`config.mk`:
```
export PLATFORM = sky130hd
export DESIGN_NAME = utf8_vigenere_latin_cyrillic_flat
export DESIGN_NICKNAME = d
export VERILOG_FILES = /design/src/design/uvlc_pkg.sv /design/src/design/uvlc_if.sv /design/src/design/uvlc_xlat.sv /design/src/design/uvlc_outq.sv /design/src/design/utf8_vigenere_latin_cyrillic.sv /design/src/flat_wrapper.sv
export SDC_FILE = /design/constraint.sdc
export NUM_CORES = 1
export LEC_CHECK = 0
export BUFFER_PORTS_ARGS = -buffer_cell sky130_fd_sc_hd__buf_2
export CAP_MARGIN = 10
export CORE_MARGIN = 1.5
export CORE_UTILIZATION = 40
export CTS_CLUSTER_SIZE = 8
export DETAILED_ROUTE_END_ITERATION = 7
export SYNTH_ARGS = -nofsm -noshare
export SYNTH_HDL_FRONTEND = slang
export SYNTH_HIERARCHICAL = 1
export SYNTH_SLANG_ARGS = --single-unit
```
`constraint.sdc`:
```
create_clock -name i_clk -period 10.2 [get_ports i_clk]
set_input_delay 2.04 -clock i_clk [delete_from_list [all_inputs] [get_ports i_clk]]
set_output_delay 2.04 -clock i_clk [all_outputs]
set_load 0.02 [all_outputs]
```
`src/design/uvlc_pkg.sv`:
```
`timescale 1ns / 1ps
`default_nettype none
package uvlc_pkg;

    localparam int KEY_MAX         = 40;
    localparam int SHIFT_W         = 6;
    localparam int KEY_POS_W       = 6;
    localparam int KEY_WORDS       = 4;
    localparam int SHIFTS_PER_WORD = 10;
    localparam int CFG_DATA_W      = 60;
    localparam int CFG_IDX_W       = 3;
    localparam int OUTQ_DEPTH      = 4;
    localparam int OUTQ_PTR_W      = 2;
    localparam int OUTQ_CNT_W      = 3;

    localparam logic [CFG_IDX_W-1:0] REG_MODE    = 3'd0;
    localparam logic [CFG_IDX_W-1:0] REG_KEY_LEN = 3'd1;
    localparam logic [CFG_IDX_W-1:0] REG_KEY0    = 3'd2;
    localparam logic [CFG_IDX_W-1:0] REG_KEY3    = 3'd5;

    localparam logic [7:0] LEAD_D0 = 8'hD0;
    localparam logic [7:0] LEAD_D1 = 8'hD1;

    localparam logic [5:0] LATIN_SIZE = 6'd26;
    localparam logic [5:0] RUS_SIZE   = 6'd33;
    localparam logic [5:0] SHIFT_MAX  = 6'd32;
    localparam logic [5:0] RUS_YO_IDX = 6'd6;

    typedef logic [SHIFT_W-1:0] t_shift;
    typedef t_shift [KEY_MAX-1:0] t_key_tab;

    typedef struct packed {
        logic [KEY_POS_W-1:0] key_pos;
        logic [1:0]           cont_left;
        logic                 lead_held;
        logic                 held_d1;
    } t_state;

    typedef struct packed {
        logic [1:0] n;
        logic [7:0] b0;
        logic [7:0] b1;
    } t_res;

    typedef struct packed {
        logic       valid;
        logic [5:0] idx;
        logic       upper;
    } t_rus_hit;

    // Reduce a value below three times the modulus.
    function automatic logic [5:0] mod_small(input logic [6:0] t, input logic [5:0] m);
        logic [6:0] m1;
        logic [6:0] m2;
        m1 = {1'b0, m};
        m2 = {m, 1'b0};
        if (t >= m2) begin
            return 6'(t - m2);
        end else if (t >= m1) begin
            return 6'(t - m1);
        end else begin
            return t[5:0];
        end
    endfunction

    function automatic logic [5:0] apply_shift(input logic [5:0] idx, input logic [5:0] m,
                                               input logic [5:0] s, input logic dec);
        logic [6:0] t;
        if (dec) begin
            t = {1'b0, idx} + {m, 1'b0} - {1'b0, s};
        end else begin
            t = {1'b0, idx} + {1'b0, s};
        end
        return mod_small(t, m);
    endfunction

    function automatic t_rus_hit rus_index(input logic d1, input logic [7:0] b);
        t_rus_hit h;
        h = '{valid: 1'b0, idx: 6'd0, upper: 1'b0};
        if (!d1) begin
            if (b == 8'h81) begin
                h = '{valid: 1'b1, idx: RUS_YO_IDX, upper: 1'b1};
            end else if (b inside {[8'h90:8'h95]}) begin
                h = '{valid: 1'b1, idx: 6'(b - 8'h90), upper: 1'b1};
            end else if (b inside {[8'h96:8'hAF]}) begin
                h = '{valid: 1'b1, idx: 6'(b - 8'h8F), upper: 1'b1};
            end else if (b inside {[8'hB0:8'hB5]}) begin
                h = '{valid: 1'b1, idx: 6'(b - 8'hB0), upper: 1'b0};
            end else if (b inside {[8'hB6:8'hBF]}) begin
                h = '{valid: 1'b1, idx: 6'(b - 8'hAF), upper: 1'b0};
            end
        end else begin
            if (b inside {[8'h80:8'h8F]}) begin
                h = '{valid: 1'b1, idx: 6'(b - 8'h6F), upper: 1'b0};
            end else if (b == 8'h91) begin
                h = '{valid: 1'b1, idx: RUS_YO_IDX, upper: 1'b0};
            end
        end
        return h;
    endfunction

    function automatic logic [10:0] rus_code(input logic [5:0] k, input logic upper);
        logic [10:0] base;
        base = upper ? 11'h410 : 11'h430;
        if (k == RUS_YO_IDX) begin
            return upper ? 11'h401 : 11'h451;
        end else if (k < RUS_YO_IDX) begin
            return base + {5'd0, k};
        end else begin
            return base + {5'd0, k - 6'd1};
        end
    endfunction

endpackage
`default_nettype wire

```
`src/design/uvlc_if.sv`:
```
`timescale 1ns / 1ps
`default_nettype none
interface uvlc_in_if;
    logic       valid;
    logic       ready;
    logic [7:0] in_byte;
    logic       end_of_message;
    modport source (output valid, output in_byte, output end_of_message, input ready);
    modport sink (input valid, input in_byte, input end_of_message, output ready);
endinterface

interface uvlc_out_if;
    logic       valid;
    logic       ready;
    logic [7:0] out_byte;
    logic       last_of_run;
    modport source (output valid, output out_byte, output last_of_run, input ready);
    modport sink (input valid, input out_byte, input last_of_run, output ready);
endinterface

interface uvlc_cfg_if;
    import uvlc_pkg::*;
    logic                  valid;
    logic                  ready;
    logic [CFG_IDX_W-1:0]  index;
    logic [CFG_DATA_W-1:0] data;
    modport source (output valid, output index, output data, input ready);
    modport sink (input valid, input index, input data, output ready);
endinterface
`default_nettype wire

```
`src/design/uvlc_xlat.sv`:
```
`timescale 1ns / 1ps
`default_nettype none
module uvlc_xlat (
    input  logic [7:0]                   i_byte,
    input  logic                         i_eom,
    input  uvlc_pkg::t_state             i_state,
    input  logic                         i_mode,
    input  logic [uvlc_pkg::KEY_POS_W-1:0] i_key_len,
    input  uvlc_pkg::t_key_tab           i_keys,
    output uvlc_pkg::t_res               o_res,
    output uvlc_pkg::t_state             o_state
);
    import uvlc_pkg::*;

    logic [KEY_POS_W-1:0] len;
    logic [KEY_POS_W-1:0] pos;
    logic [KEY_POS_W-1:0] pos_inc;
    logic [KEY_POS_W-1:0] pos_adv;
    t_shift               shift_raw;
    logic [5:0]           shift;
    t_rus_hit             hit;
    logic [5:0]           rus_new;
    logic [10:0]          cp;
    logic                 use_key;

    always_comb begin
        if (i_key_len == '0) begin
            len = KEY_POS_W'(1);
        end else if (i_key_len > KEY_POS_W'(KEY_MAX)) begin
            len = KEY_POS_W'(KEY_MAX);
        end else begin
            len = i_key_len;
        end
        pos       = (i_state.key_pos < len) ? i_state.key_pos : '0;
        shift_raw = i_keys[pos];
        shift     = (shift_raw > SHIFT_MAX) ? SHIFT_MAX : shift_raw;
        pos_inc   = pos + KEY_POS_W'(1);
        pos_adv   = (pos_inc >= len) ? '0 : pos_inc;
    end

    always_comb begin
        hit     = rus_index(i_state.held_d1, i_byte);
        rus_new = apply_shift(hit.idx, RUS_SIZE, shift, i_mode);
        cp      = rus_code(rus_new, hit.upper);
    end

    always_comb begin
        o_state = i_state;
        o_res   = '{n: 2'd0, b0: i_byte, b1: i_byte};
        use_key = 1'b0;
        if (i_state.lead_held) begin
            o_res.n           = 2'd2;
            o_state.lead_held = 1'b0;
            if (hit.valid) begin
                use_key  = 1'b1;
                o_res.b0 = {3'b110, cp[10:6]};
                o_res.b1 = {2'b10, cp[5:0]};
            end else begin
                o_res.b0 = i_state.held_d1 ? LEAD_D1 : LEAD_D0;
            end
        end else if (i_state.cont_left != 2'd0) begin
            o_res.n           = 2'd1;
            o_state.cont_left = i_state.cont_left - 2'd1;
        end else if (i_byte == LEAD_D0 || i_byte == LEAD_D1) begin
            if (i_eom) begin
                o_res.n = 2'd1;
            end else begin
                o_state.lead_held = 1'b1;
                o_state.held_d1   = (i_byte == LEAD_D1);
            end
        end else begin
            o_res.n = 2'd1;
            if ((i_byte & 8'hE0) == 8'hC0) begin
                o_state.cont_left = 2'd1;
            end else if ((i_byte & 8'hF0) == 8'hE0) begin
                o_state.cont_left = 2'd2;
            end else if ((i_byte & 8'hF8) == 8'hF0) begin
                o_state.cont_left = 2'd3;
            end
            if (i_byte inside {[8'h41:8'h5A]}) begin
                use_key  = 1'b1;
                o_res.b0 = 8'h41 + {2'b00, apply_shift(6'(i_byte - 8'h41), LATIN_SIZE,
                                                       shift, i_mode)};
            end else if (i_byte inside {[8'h61:8'h7A]}) begin
                use_key  = 1'b1;
                o_res.b0 = 8'h61 + {2'b00, apply_shift(6'(i_byte - 8'h61), LATIN_SIZE,
                                                       shift, i_mode)};
            end
        end
        if (use_key) begin
            o_state.key_pos = pos_adv;
        end
        // End of message cuts off any open group and restarts the key
        if (i_eom) begin
            o_state.key_pos   = '0;
            o_state.cont_left = 2'd0;
            o_state.lead_held = 1'b0;
        end
    end
endmodule
`default_nettype wire

```
`src/design/uvlc_outq.sv`:
```
`timescale 1ns / 1ps
`default_nettype none
module uvlc_outq (
    input  logic             i_clk,
    input  logic             i_rst_n,
    input  logic             i_push,
    input  uvlc_pkg::t_res   i_res,
    output logic             o_room,
    uvlc_out_if.source       o_out
);
    import uvlc_pkg::*;

    logic [OUTQ_DEPTH-1:0][7:0] r_byte;
    logic [OUTQ_DEPTH-1:0]      r_last;
    logic [OUTQ_PTR_W-1:0]      r_wr_ptr;
    logic [OUTQ_PTR_W-1:0]      n_wr_ptr;
    logic [OUTQ_PTR_W-1:0]      r_rd_ptr;
    logic [OUTQ_PTR_W-1:0]      n_rd_ptr;
    logic [OUTQ_CNT_W-1:0]      r_count;
    logic [OUTQ_CNT_W-1:0]      n_count;
    logic [OUTQ_PTR_W-1:0]      wr_ptr_1;
    logic [1:0]                 push_n;
    logic                       pop;

    assign o_room         = (r_count <= OUTQ_CNT_W'(OUTQ_DEPTH - 2));
    assign o_out.valid    = (r_count != '0);
    assign o_out.out_byte = r_byte[r_rd_ptr];
    assign o_out.last_of_run = r_last[r_rd_ptr];

    always_comb begin
        pop      = o_out.valid && o_out.ready;
        push_n   = i_push ? i_res.n : 2'd0;
        wr_ptr_1 = r_wr_ptr + OUTQ_PTR_W'(1);
        n_wr_ptr = r_wr_ptr + OUTQ_PTR_W'(push_n);
        n_rd_ptr = r_rd_ptr + OUTQ_PTR_W'(pop);
        n_count  = r_count + OUTQ_CNT_W'(push_n) - OUTQ_CNT_W'(pop);
    end

    always_ff @(posedge i_clk) begin
        if (!i_rst_n) begin
            r_wr_ptr <= '0;
            r_rd_ptr <= '0;
            r_count  <= '0;
        end else begin
            r_wr_ptr <= n_wr_ptr;
            r_rd_ptr <= n_rd_ptr;
            r_count  <= n_count;
        end
    end

    always_ff @(posedge i_clk) begin
        if (push_n != 2'd0) begin
            r_byte[r_wr_ptr] <= i_res.b0;
            r_last[r_wr_ptr] <= (push_n == 2'd1);
        end
        if (push_n == 2'd2) begin
            r_byte[wr_ptr_1] <= i_res.b1;
            r_last[wr_ptr_1] <= 1'b1;
        end
    end
endmodule
`default_nettype wire

```
`src/design/utf8_vigenere_latin_cyrillic.sv`:
```
`timescale 1ns / 1ps
`default_nettype none
// Vigenere cipher over a UTF-8 byte stream: Latin letters mod 26, Russian
// letters (D0/D1 pairs, YO at index 6) mod 33, everything else unchanged.
// Channels: i_in takes one byte a beat with an end_of_message flag; o_out
// gives transformed bytes, last_of_run marking the last byte a given input
// byte caused. i_cfg writes mode, key_length and four key shift words; it
// is always ready. The user must write it only while the stream is idle;
// the block does not enforce this. An accepted byte enters the output queue
// and shows on o_out after the beats ahead of it. A D0/D1 lead is held and
// gives nothing unless it ends the message; the next byte gives two beats.
// Throughput: one input byte per cycle while i_in.ready is high, set by the
// single xlat stage feeding a four-entry output queue; i_in.ready drops only
// when the queue holds more than two beats.
// Stall: when o_out.ready is low the queue fills and i_in.ready falls;
// nothing is lost or repeated.
// Reset: clears key position, grouping state, queue, and returns config to
// mode 0, key_length 1, all shifts zero.
module utf8_vigenere_latin_cyrillic (
    input  logic       i_clk,
    input  logic       i_rst_n,
    uvlc_in_if.sink    i_in,
    uvlc_out_if.source o_out,
    uvlc_cfg_if.sink   i_cfg
);
    import uvlc_pkg::*;

    logic                                  r_mode;
    logic [KEY_POS_W-1:0]                  r_key_len;
    logic [KEY_WORDS-1:0][CFG_DATA_W-1:0]  r_key_words;
    t_state                                r_state;
    t_state                                n_state;
    t_key_tab                              keys;
    t_res                                  res;
    logic                                  room;
    logic                                  in_acc;
    logic                                  cfg_acc;

    assign i_cfg.ready = 1'b1;
    assign i_in.ready  = room;
    assign in_acc      = i_in.valid && room;
    assign cfg_acc     = i_cfg.valid;

    always_comb begin
        for (int i = 0; i < KEY_MAX; i++) begin
            keys[i] = r_key_words[i / SHIFTS_PER_WORD][(i % SHIFTS_PER_WORD) * SHIFT_W +: SHIFT_W];
        end
    end

    always_ff @(posedge i_clk) begin
        if (!i_rst_n) begin
            r_mode      <= 1'b0;
            r_key_len   <= KEY_POS_W'(1);
            r_key_words <= '0;
        end else if (cfg_acc) begin
            if (i_cfg.index == REG_MODE) begin
                r_mode <= i_cfg.data[0];
            end else if (i_cfg.index == REG_KEY_LEN) begin
                r_key_len <= i_cfg.data[KEY_POS_W-1:0];
            end else if (i_cfg.index >= REG_KEY0 && i_cfg.index <= REG_KEY3) begin
                r_key_words[2'(i_cfg.index - REG_KEY0)] <= i_cfg.data;
            end
        end
    end

    uvlc_xlat u_xlat (
        .i_byte    (i_in.in_byte),
        .i_eom     (i_in.end_of_message),
        .i_state   (r_state),
        .i_mode    (r_mode),
        .i_key_len (r_key_len),
        .i_keys    (keys),
        .o_res     (res),
        .o_state   (n_state)
    );

    // Advance grouping and key state on every accepted beat
    always_ff @(posedge i_clk) begin
        if (!i_rst_n) begin
            r_state <= '0;
        end else if (in_acc) begin
            r_state <= n_state;
        end
    end

    uvlc_outq u_outq (
        .i_clk   (i_clk),
        .i_rst_n (i_rst_n),
        .i_push  (in_acc),
        .i_res   (res),
        .o_room  (room),
        .o_out   (o_out)
    );
endmodule
`default_nettype wire
```
`src/flat_wrapper.sv`:
```
// flat-port wrapper written by rule: the top's interface ports become plain ports
module utf8_vigenere_latin_cyrillic_flat import uvlc_pkg::*;
  (i_clk, i_rst_n, i_in_valid, i_in_in_byte, i_in_end_of_message, i_in_ready, o_out_valid, o_out_out_byte, o_out_last_of_run, o_out_ready, i_cfg_valid, i_cfg_index, i_cfg_data, i_cfg_ready);
  uvlc_in_if i_in_i ();
  uvlc_out_if o_out_i ();
  uvlc_cfg_if i_cfg_i ();
  input  logic i_clk;
  input  logic i_rst_n;
  input wire logic [$bits(i_in_i.valid)-1:0] i_in_valid;
  input wire logic [$bits(i_in_i.in_byte)-1:0] i_in_in_byte;
  input wire logic [$bits(i_in_i.end_of_message)-1:0] i_in_end_of_message;
  output wire logic [$bits(i_in_i.ready)-1:0] i_in_ready;
  output wire logic [$bits(o_out_i.valid)-1:0] o_out_valid;
  output wire logic [$bits(o_out_i.out_byte)-1:0] o_out_out_byte;
  output wire logic [$bits(o_out_i.last_of_run)-1:0] o_out_last_of_run;
  input wire logic [$bits(o_out_i.ready)-1:0] o_out_ready;
  input wire logic [$bits(i_cfg_i.valid)-1:0] i_cfg_valid;
  input wire logic [$bits(i_cfg_i.index)-1:0] i_cfg_index;
  input wire logic [$bits(i_cfg_i.data)-1:0] i_cfg_data;
  output wire logic [$bits(i_cfg_i.ready)-1:0] i_cfg_ready;
  assign i_in_i.valid = i_in_valid;
  assign i_in_i.in_byte = i_in_in_byte;
  assign i_in_i.end_of_message = i_in_end_of_message;
  assign i_in_ready = i_in_i.ready;
  assign o_out_valid = o_out_i.valid;
  assign o_out_out_byte = o_out_i.out_byte;
  assign o_out_last_of_run = o_out_i.last_of_run;
  assign o_out_i.ready = o_out_ready;
  assign i_cfg_i.valid = i_cfg_valid;
  assign i_cfg_i.index = i_cfg_index;
  assign i_cfg_i.data = i_cfg_data;
  assign i_cfg_ready = i_cfg_i.ready;
  utf8_vigenere_latin_cyrillic u_core (.i_clk(i_clk), .i_rst_n(i_rst_n), .i_in(i_in_i), .o_out(o_out_i), .i_cfg(i_cfg_i));
endmodule
```
==> impl_results.md, run 1 <==
- Fraction of layout cells with a size suffix above 1: a little over a tenth
- Total Nets Final: roughly 2300
- Dpl hpwl: 40.1 mm
- Post-synthesis mux area share: 16.6%
- DRT antenna net count: 0
- Fin. Hold Viols: 0
- Synth area leaders: dfxtp_1, mux2i_1, nand2_1
- Largest family of logic cells by synthesized area: simple AND/OR/NAND/NOR gates
- Adder-cell share of the synthesized area: 5.73%
- Syn nets: 2333
- Netlist cell types: about 110
- DRT iter0 DRCs: around 1500
- Clock sink total: 300
- Critical-path top delay cell: a21oi_1
- Synth-to-layout area growth: 9.73%
- Total number of vias: 16400
- Final Skew: 0.0213 ns
- Latest clock arrival within the worst-skew pair: 0.57 ns
- GP Congestion: between 0.9 and 1
- Total power: between 0.003 and 0.004 W
- Flops & latches, synth: 300
- Slowest stage delay, CP: 0.68 ns
- Crit Path Class: register to register
- Core area: 45500 sq um
- Period utilization: between 90% and 100%
- PortBufs: between 80 and 90
- Worst hold path type: register to register
- Post CTS Setup Buffer Count: 0
- Status: completed
- Slew headroom: about 30%
- Number of synthesized flops with an enable pin: 0
- Htree depth: 2
- Synthesized area per cell: 8.50 sq um
- DRT Pass-1 Iters: 5
- Gr ovfl total: 0
- Synth Warn #: 6
- Pwr/cell area: around 170 nW/um^2
- Highest clock rate: about 110 MHz
- Final wirelength: ~60 mm
- Vias per inst: 5.88
- Mapped Area: roughly 18000 sq um
- Antenna violations before repair: 1
- First-pass GRT wire length: 90.8 mm
- Clock buffer depth: 3
- DRC: 0
- Most common cell in the netlist: nand2_1
- Diode count: 0
- Worst vdd ir: 0.141 mV
- Async SR Flop Fraction: 0%
- Root buf cell: clkbuf_16
- XOR/XNOR Fraction of Synth Area: around 1.8%
- Leading area contributor after synthesis: dfxtp_1
- Setup-failing EPs final: 0
- Total leakage power: 8.72 nW
- Die ar.: 47500 sq um
- Post-synthesis compound-gate area fraction: between 10% and 20%
- Synth cell count leaders: nand2_1, dfxtp_1, mux2i_1
- Post-CTS resize count: 0
- Inserted Clock Buffers: between 40 and 50
- Worst setup SP type: register
- CP endpoint kind: register
- Vias in the first global route: roughly 16000
- Die Wd: 218 um
- CP arrival: roughly 9.8 ns
- Max Slew Vio Count: 0
- CTS tree: done
- Worst Path Required: approximately 11 ns
- Clock transition at the registers of the reported paths: approximately 0.06 ns
- Synth Flop Type: dfxtp_1
- DR WL/cell: between 20 and 25 um
- Seq/Total Area, Yosys: between 30% and 40%
- I/O pin total: between 80 and 90
- Post-route minimum period: approximately 9.3 ns
- Hold buffer count at CTS: 0
- CP Max Fanout: 103
- Initial cell density of the core: between 40% and 50%
- Yosys top cell area share: approximately 32%
- Synthesized netlist cell count: around 2200
- RSZ-0062 raised after global routing: false
- Setup tns final: 0 ns
- Tot GR Track Use: 24.2%
- # rows: between 70 and 80
- Worst-Margin Slew: approximately 1 ns
- Die Y: between 200 and 250 um
- Synth Area in Simple Gates: a little over 20%
- Maximum number of pins on one net before global-route repair: 185
- Number of max-cap violations: 0
final timing paths:
check / startpoint / to / slack, ns / depth (start not counted)
max: u_core/r_key_len[4]$_SDFFE_PN0P_ / u_core/u_outq/r_byte[12]$_DFF_P_ / 0.89 / 36
min: u_core/r_mode$_SDFFE_PN0P_ / u_core/r_mode$_SDFFE_PN0P_ / 0.46 / 2
max reg2reg: u_core/r_key_len[4]$_SDFFE_PN0P_ / u_core/u_outq/r_byte[12]$_DFF_P_ / 0.89 / 36
min reg2reg: u_core/r_mode$_SDFFE_PN0P_ / u_core/r_mode$_SDFFE_PN0P_ / 0.46 / 2
per-stage QoR:
step | utilization, % | cell area [sq um] | setup WS, ns | instances | hold WS (ns)
2_1_floorplan | - | 18500 | 1.71 | 2175 | 0.431
3_3_place_gp | 42.0 | 19100 | 1.10 | 2737 | 0.439
3_5_place_dp | 42.0 | 19100 | 0.846 | 2737 | 0.446
4_1_cts | 44.6 | 20300 | 0.998 | 2788 | 0.456
5_1_grt | 44.6 | 20300 | 0.242 | 2788 | 0.469
6_report | 44.6 | 20300 | 0.895 | 2788 | 0.457
layer usage:
layer	GRT usage, %	vias to the layer above	wire, um
met5	0	-	0
met4	8.78	0	1830
met3	2.90	90	2820
met2	40.6	502	27800
met1	31.7	7991	25900
li1	-	7807	-
layout by cell type, fill, tap and decap left out, types with 44 or more instances in the layout:
cell       count
dfxtp_1      299
nor2_1        52
clkbuf_16     44
ha_1          75
buf_2         86
nand2_1      487
mux2i_1      265
inv_1         60
o21ai_0       67
nor3_1        62
a21oi_1       72
nand3_1       78
logic make-up (layout without fill, tap and decap cells):
kind of cell | after synthesis | after routing
DFF | 300 | 300
other | 1 | 1
and+or+nand+nor | 822 | 822
buffers and inverters | 220 | 233
muxes | 290 | 290
adders and majority gates | 81 | 81
xor gates and xnor gates | 38 | 38
AOI/OAI and AO/OA | 423 | 423
sequential cells by signal (all words and copies together), names as in the netlist:
| register | flops |
|---|---|
| u_core/u_outq/r_wr_ptr | 2 |
| u_core/r_state | 10 |
| u_core/u_outq/r_rd_ptr | 2 |
| u_core/u_outq/r_count | 3 |
| u_core/r_key_len | 6 |
| u_core/u_outq/r_byte | 32 |
| u_core/r_mode | 1 |
| u_core/u_outq/r_last | 4 |
| u_core/keys | 240 |
report_power, final:
group          internal (W)  switching [W]
sequential          0.00126      0.0000646
clock              0.000768       0.000536
combinational      0.000292       0.000440
worst max-delay path, delay by kind of cell, from the launching register on:
kind / cells / cell delay, ns
adder cells (fa/ha/maj): 6 / 1.77
XOR/XNOR: 2 / 0.34
multiplexers: 1 / 0.60
AO/OA/AOI/OAI: 12 / 3.16
buffers and inverters: 8 / 1.43
AND/OR/NAND/NOR: 7 / 1.50
flip-flops: 1 / 0.35
area by class of cell:
class,instances,area [sq um]
fillers,4534,25200
multi-input cells,1655,11400
flip-flops and latches,300,6010
clock buffers,46,1110
well taps,600,751
repair buffers,120,718
inverters,62,233
clock inverters,5,83.8
(Power assumes the default switching activity.)
==> run 2: changes to the inputs <==
==> constraint.sdc (replaced) <==
create_clock -name i_clk -period 8.72 [get_ports i_clk]
set_input_delay 1.744 -clock i_clk [delete_from_list [all_inputs] [get_ports i_clk]]
set_output_delay 1.744 -clock i_clk [all_outputs]
set_load 0.02 [all_outputs]
==> impl_results.md, run 2 (synthesized netlist as in run 1, its figures left out) <==
- Status: completed (unchanged)
- Total power: 0.00392 W (was 0.00336 W)
- # rows: 78 (unchanged)
- Fin util: 45.5% (was 44.6%)
- DRC: 0 (unchanged)
- Max Slew Vio Count: 0 (unchanged)
- Worst Path Required: 9.20 ns (was 10.68 ns)
- Fin. Hold Viols: 0 (unchanged)
- Htree depth: 2 (unchanged)
- Clock power frac: 37.5% (was 38.8%)
- CTS tree: done (unchanged)
- CP Max Fanout: 24 (was 103)
- Final Skew: 0.0176 ns (was 0.0213 ns)
- Core area: 45500 sq um (unchanged)
- Maximum number of pins on one net before global-route repair: 155 (was 185)
- Switching power: 0.00121 W (was 0.00104 W)
- Fraction of layout cells with a size suffix above 1: 13.1% (was 10.7%)
- Vias per inst: 5.86 (was 5.88)
- Max FFs per register: 240 (unchanged)
- DRT antenna net count: 0 (unchanged)
- Cell mode on critical path: ha_1
- Critical-path top delay cell: or4b_1 (was a21oi_1)
- Pwr/cell area: 189 nW/um^2 (was 166 nW/um^2)
- Hold_ws: 0.456 ns (was 0.457 ns)
- Highest clock rate: 122 MHz (was 107 MHz)
- Diode count: 0 (unchanged)
- Period utilization: 93.7% (was 91.2%)
- Number of max-cap violations: 0 (unchanged)
- Flop pwr share: 39.7% (was 39.5%)
- PortBufs: 87 (unchanged)
- Gr ovfl total: 0 (unchanged)
- Worst vdd ir: 0.161 mV (was 0.141 mV)
- Total number of vias: 16600 (was 16400)
- Dpl hpwl: 41.6 mm (was 40.1 mm)
- Hold buffer count at CTS: 0 (unchanged)
- Vias in the first global route: 16300 (was 15900)
- Comb power frac: 22.8% (was 21.8%)
- Worst setup SP type: register (unchanged)
- Tot GR Track Use: 24.7% (was 24.2%)
- Sw Share: 30.8% (was 30.9%)
- Antenna violations before repair: 0 (was 1)
- Internal: 0.00272 W (was 0.00232 W)
- Die Y: 218 um (unchanged)
- GP Congestion: 0.873 (was 0.919)
- Commonest non-fill, non-tap cells in the layout: nand2_1, dfxtp_1, mux2i_1, buf_2, nand3_1 (unchanged)
- Die ar.: 47500 sq um (unchanged)
- Fillers: 4550 (was 4534)
- Synth-to-layout area growth: 12.1% (was 9.73%)
- CP endpoint kind: register (unchanged)
- Latest clock arrival within the worst-skew pair: 0.56 ns (was 0.57 ns)
- Initial cell density of the core: 40.6% (unchanged)
- Root buf cell: clkbuf_16 (unchanged)
- Final wirelength: 59.4 mm (was 58.3 mm)
- Post-route minimum period: 8.17 ns (was 9.31 ns)
- Die Wd: 218 um (unchanged)
- Inserted Clock Buffers: 43 (was 44)
- Worst-Margin Slew: 1.12 ns (was 1.03 ns)
- Total Nets Final: 2388 (was 2341)
- Worst hold path type: register to register (unchanged)
- Clock sink total: 300 (unchanged)
- Most common cell after layout, fill and taps aside: nand2_1 (unchanged)
- First-pass GRT wire length: 92.9 mm (was 90.8 mm)
- Setup-failing EPs final: 0 (unchanged)
- Clock buffer depth: 3 (unchanged)
- Crit Path Class: register to register (unchanged)
- DR WL/cell: 21.0 um (was 20.9 um)
- DRT Pass-1 Iters: 5 (unchanged)
- DRT iter0 DRCs: 1465 (was 1467)
- Total leakage power: 8.97 nW (was 8.72 nW)
- Clock transition at the registers of the reported paths: 0.05 ns (was 0.06 ns)
- Slew headroom: 25.2% (was 29.6%)
- I/O pin total: 89 (unchanged)
- CP arrival: 8.65 ns (was 9.78 ns)
- Slowest stage delay, CP: 0.51 ns (was 0.68 ns)
-- run 2: cell count changes in the layout (fill, tap and decap cells not counted), sizes merged --
cell,change
o21ai,+1
clkbuf,-2
clkinv,-1
buf,+47
clkinvlp,-2
inv,+1
-- run 2: final cells by class --
class	count	area, sq um	area share (%)
clock buffer	44	1080	5.21
clock inverter	3	33.8	0.163
inverter	62	235	1.14
multi-input combinational	1656	11500	55.4
sequential	300	6010	29.0
tap	600	751	3.63
timing repair buffer	167	1130	5.45
-- run 2: layer usage --
layer	GRT usage, %	vias to the layer above	part of all wire [%]
met5	0	-	0
met3	2.64	86	4.4
met2	42.8	514	49
met4	9.15	0	3.1
met1	31.6	8120	43
li1	-	7888	-
-- run 2: critical path: cells and delay by family, from the launching register on --
family / cells / cell delay [ns]
XOR/XNOR: 1 / 0.20
AND/OR/NAND/NOR: 5 / 1.31
multiplexers: 1 / 0.37
adder cells (fa/ha/maj): 3 / 0.89
buffers and inverters: 4 / 0.75
flip-flops: 1 / 0.35
AO/OA/AOI/OAI: 17 / 4.22
-- run 2: stage by stage --
stage                     instance area [sq um]  worst slack, ns  std cells  TNS (ns)
final                                     20700            0.551       2832         0
after global routing                      20700          -0.0502       2832    -0.100
after CTS                                 20600            0.335       2829         0
after detailed placement                  19500           0.0577       2782         0
after global placement                    19500            0.238       2782         0
after floorplan                           18500            0.525       2175         0
-- run 2: path summary, 6_finish.rpt --
check,startpoint,end,slack (ns),cells after the start
worst max-delay path,u_core/r_key_len[4]$_SDFFE_PN0P_,u_core/u_outq/r_byte[12]$_DFF_P_,0.55,31
worst min-delay path,u_core/keys[68]$_SDFFE_PN0P_,u_core/keys[68]$_SDFFE_PN0P_,0.46,2
worst max register to register,u_core/r_key_len[4]$_SDFFE_PN0P_,u_core/u_outq/r_byte[12]$_DFF_P_,0.55,31
worst min register to register,u_core/keys[68]$_SDFFE_PN0P_,u_core/keys[68]$_SDFFE_PN0P_,0.46,2
-- run 2: what timing repair did --
action,in CTS,in global routing
resized for setup,0,18
setup endpoints to repair,0,20
setup buffers,0,1
-- run 2: power by group through the flow --
stage | Combinational, W | Sequential, W | Clock [W]
after floorplan | 0.000668 | 0.00154 | 0
after global placement | 0.000870 | 0.00158 | 0
after detailed placement | 0.000886 | 0.00158 | 0
after CTS | 0.000890 | 0.00156 | 0.00150
after global routing | 0.000980 | 0.00157 | 0.00156
final | 0.000893 | 0.00156 | 0.00147
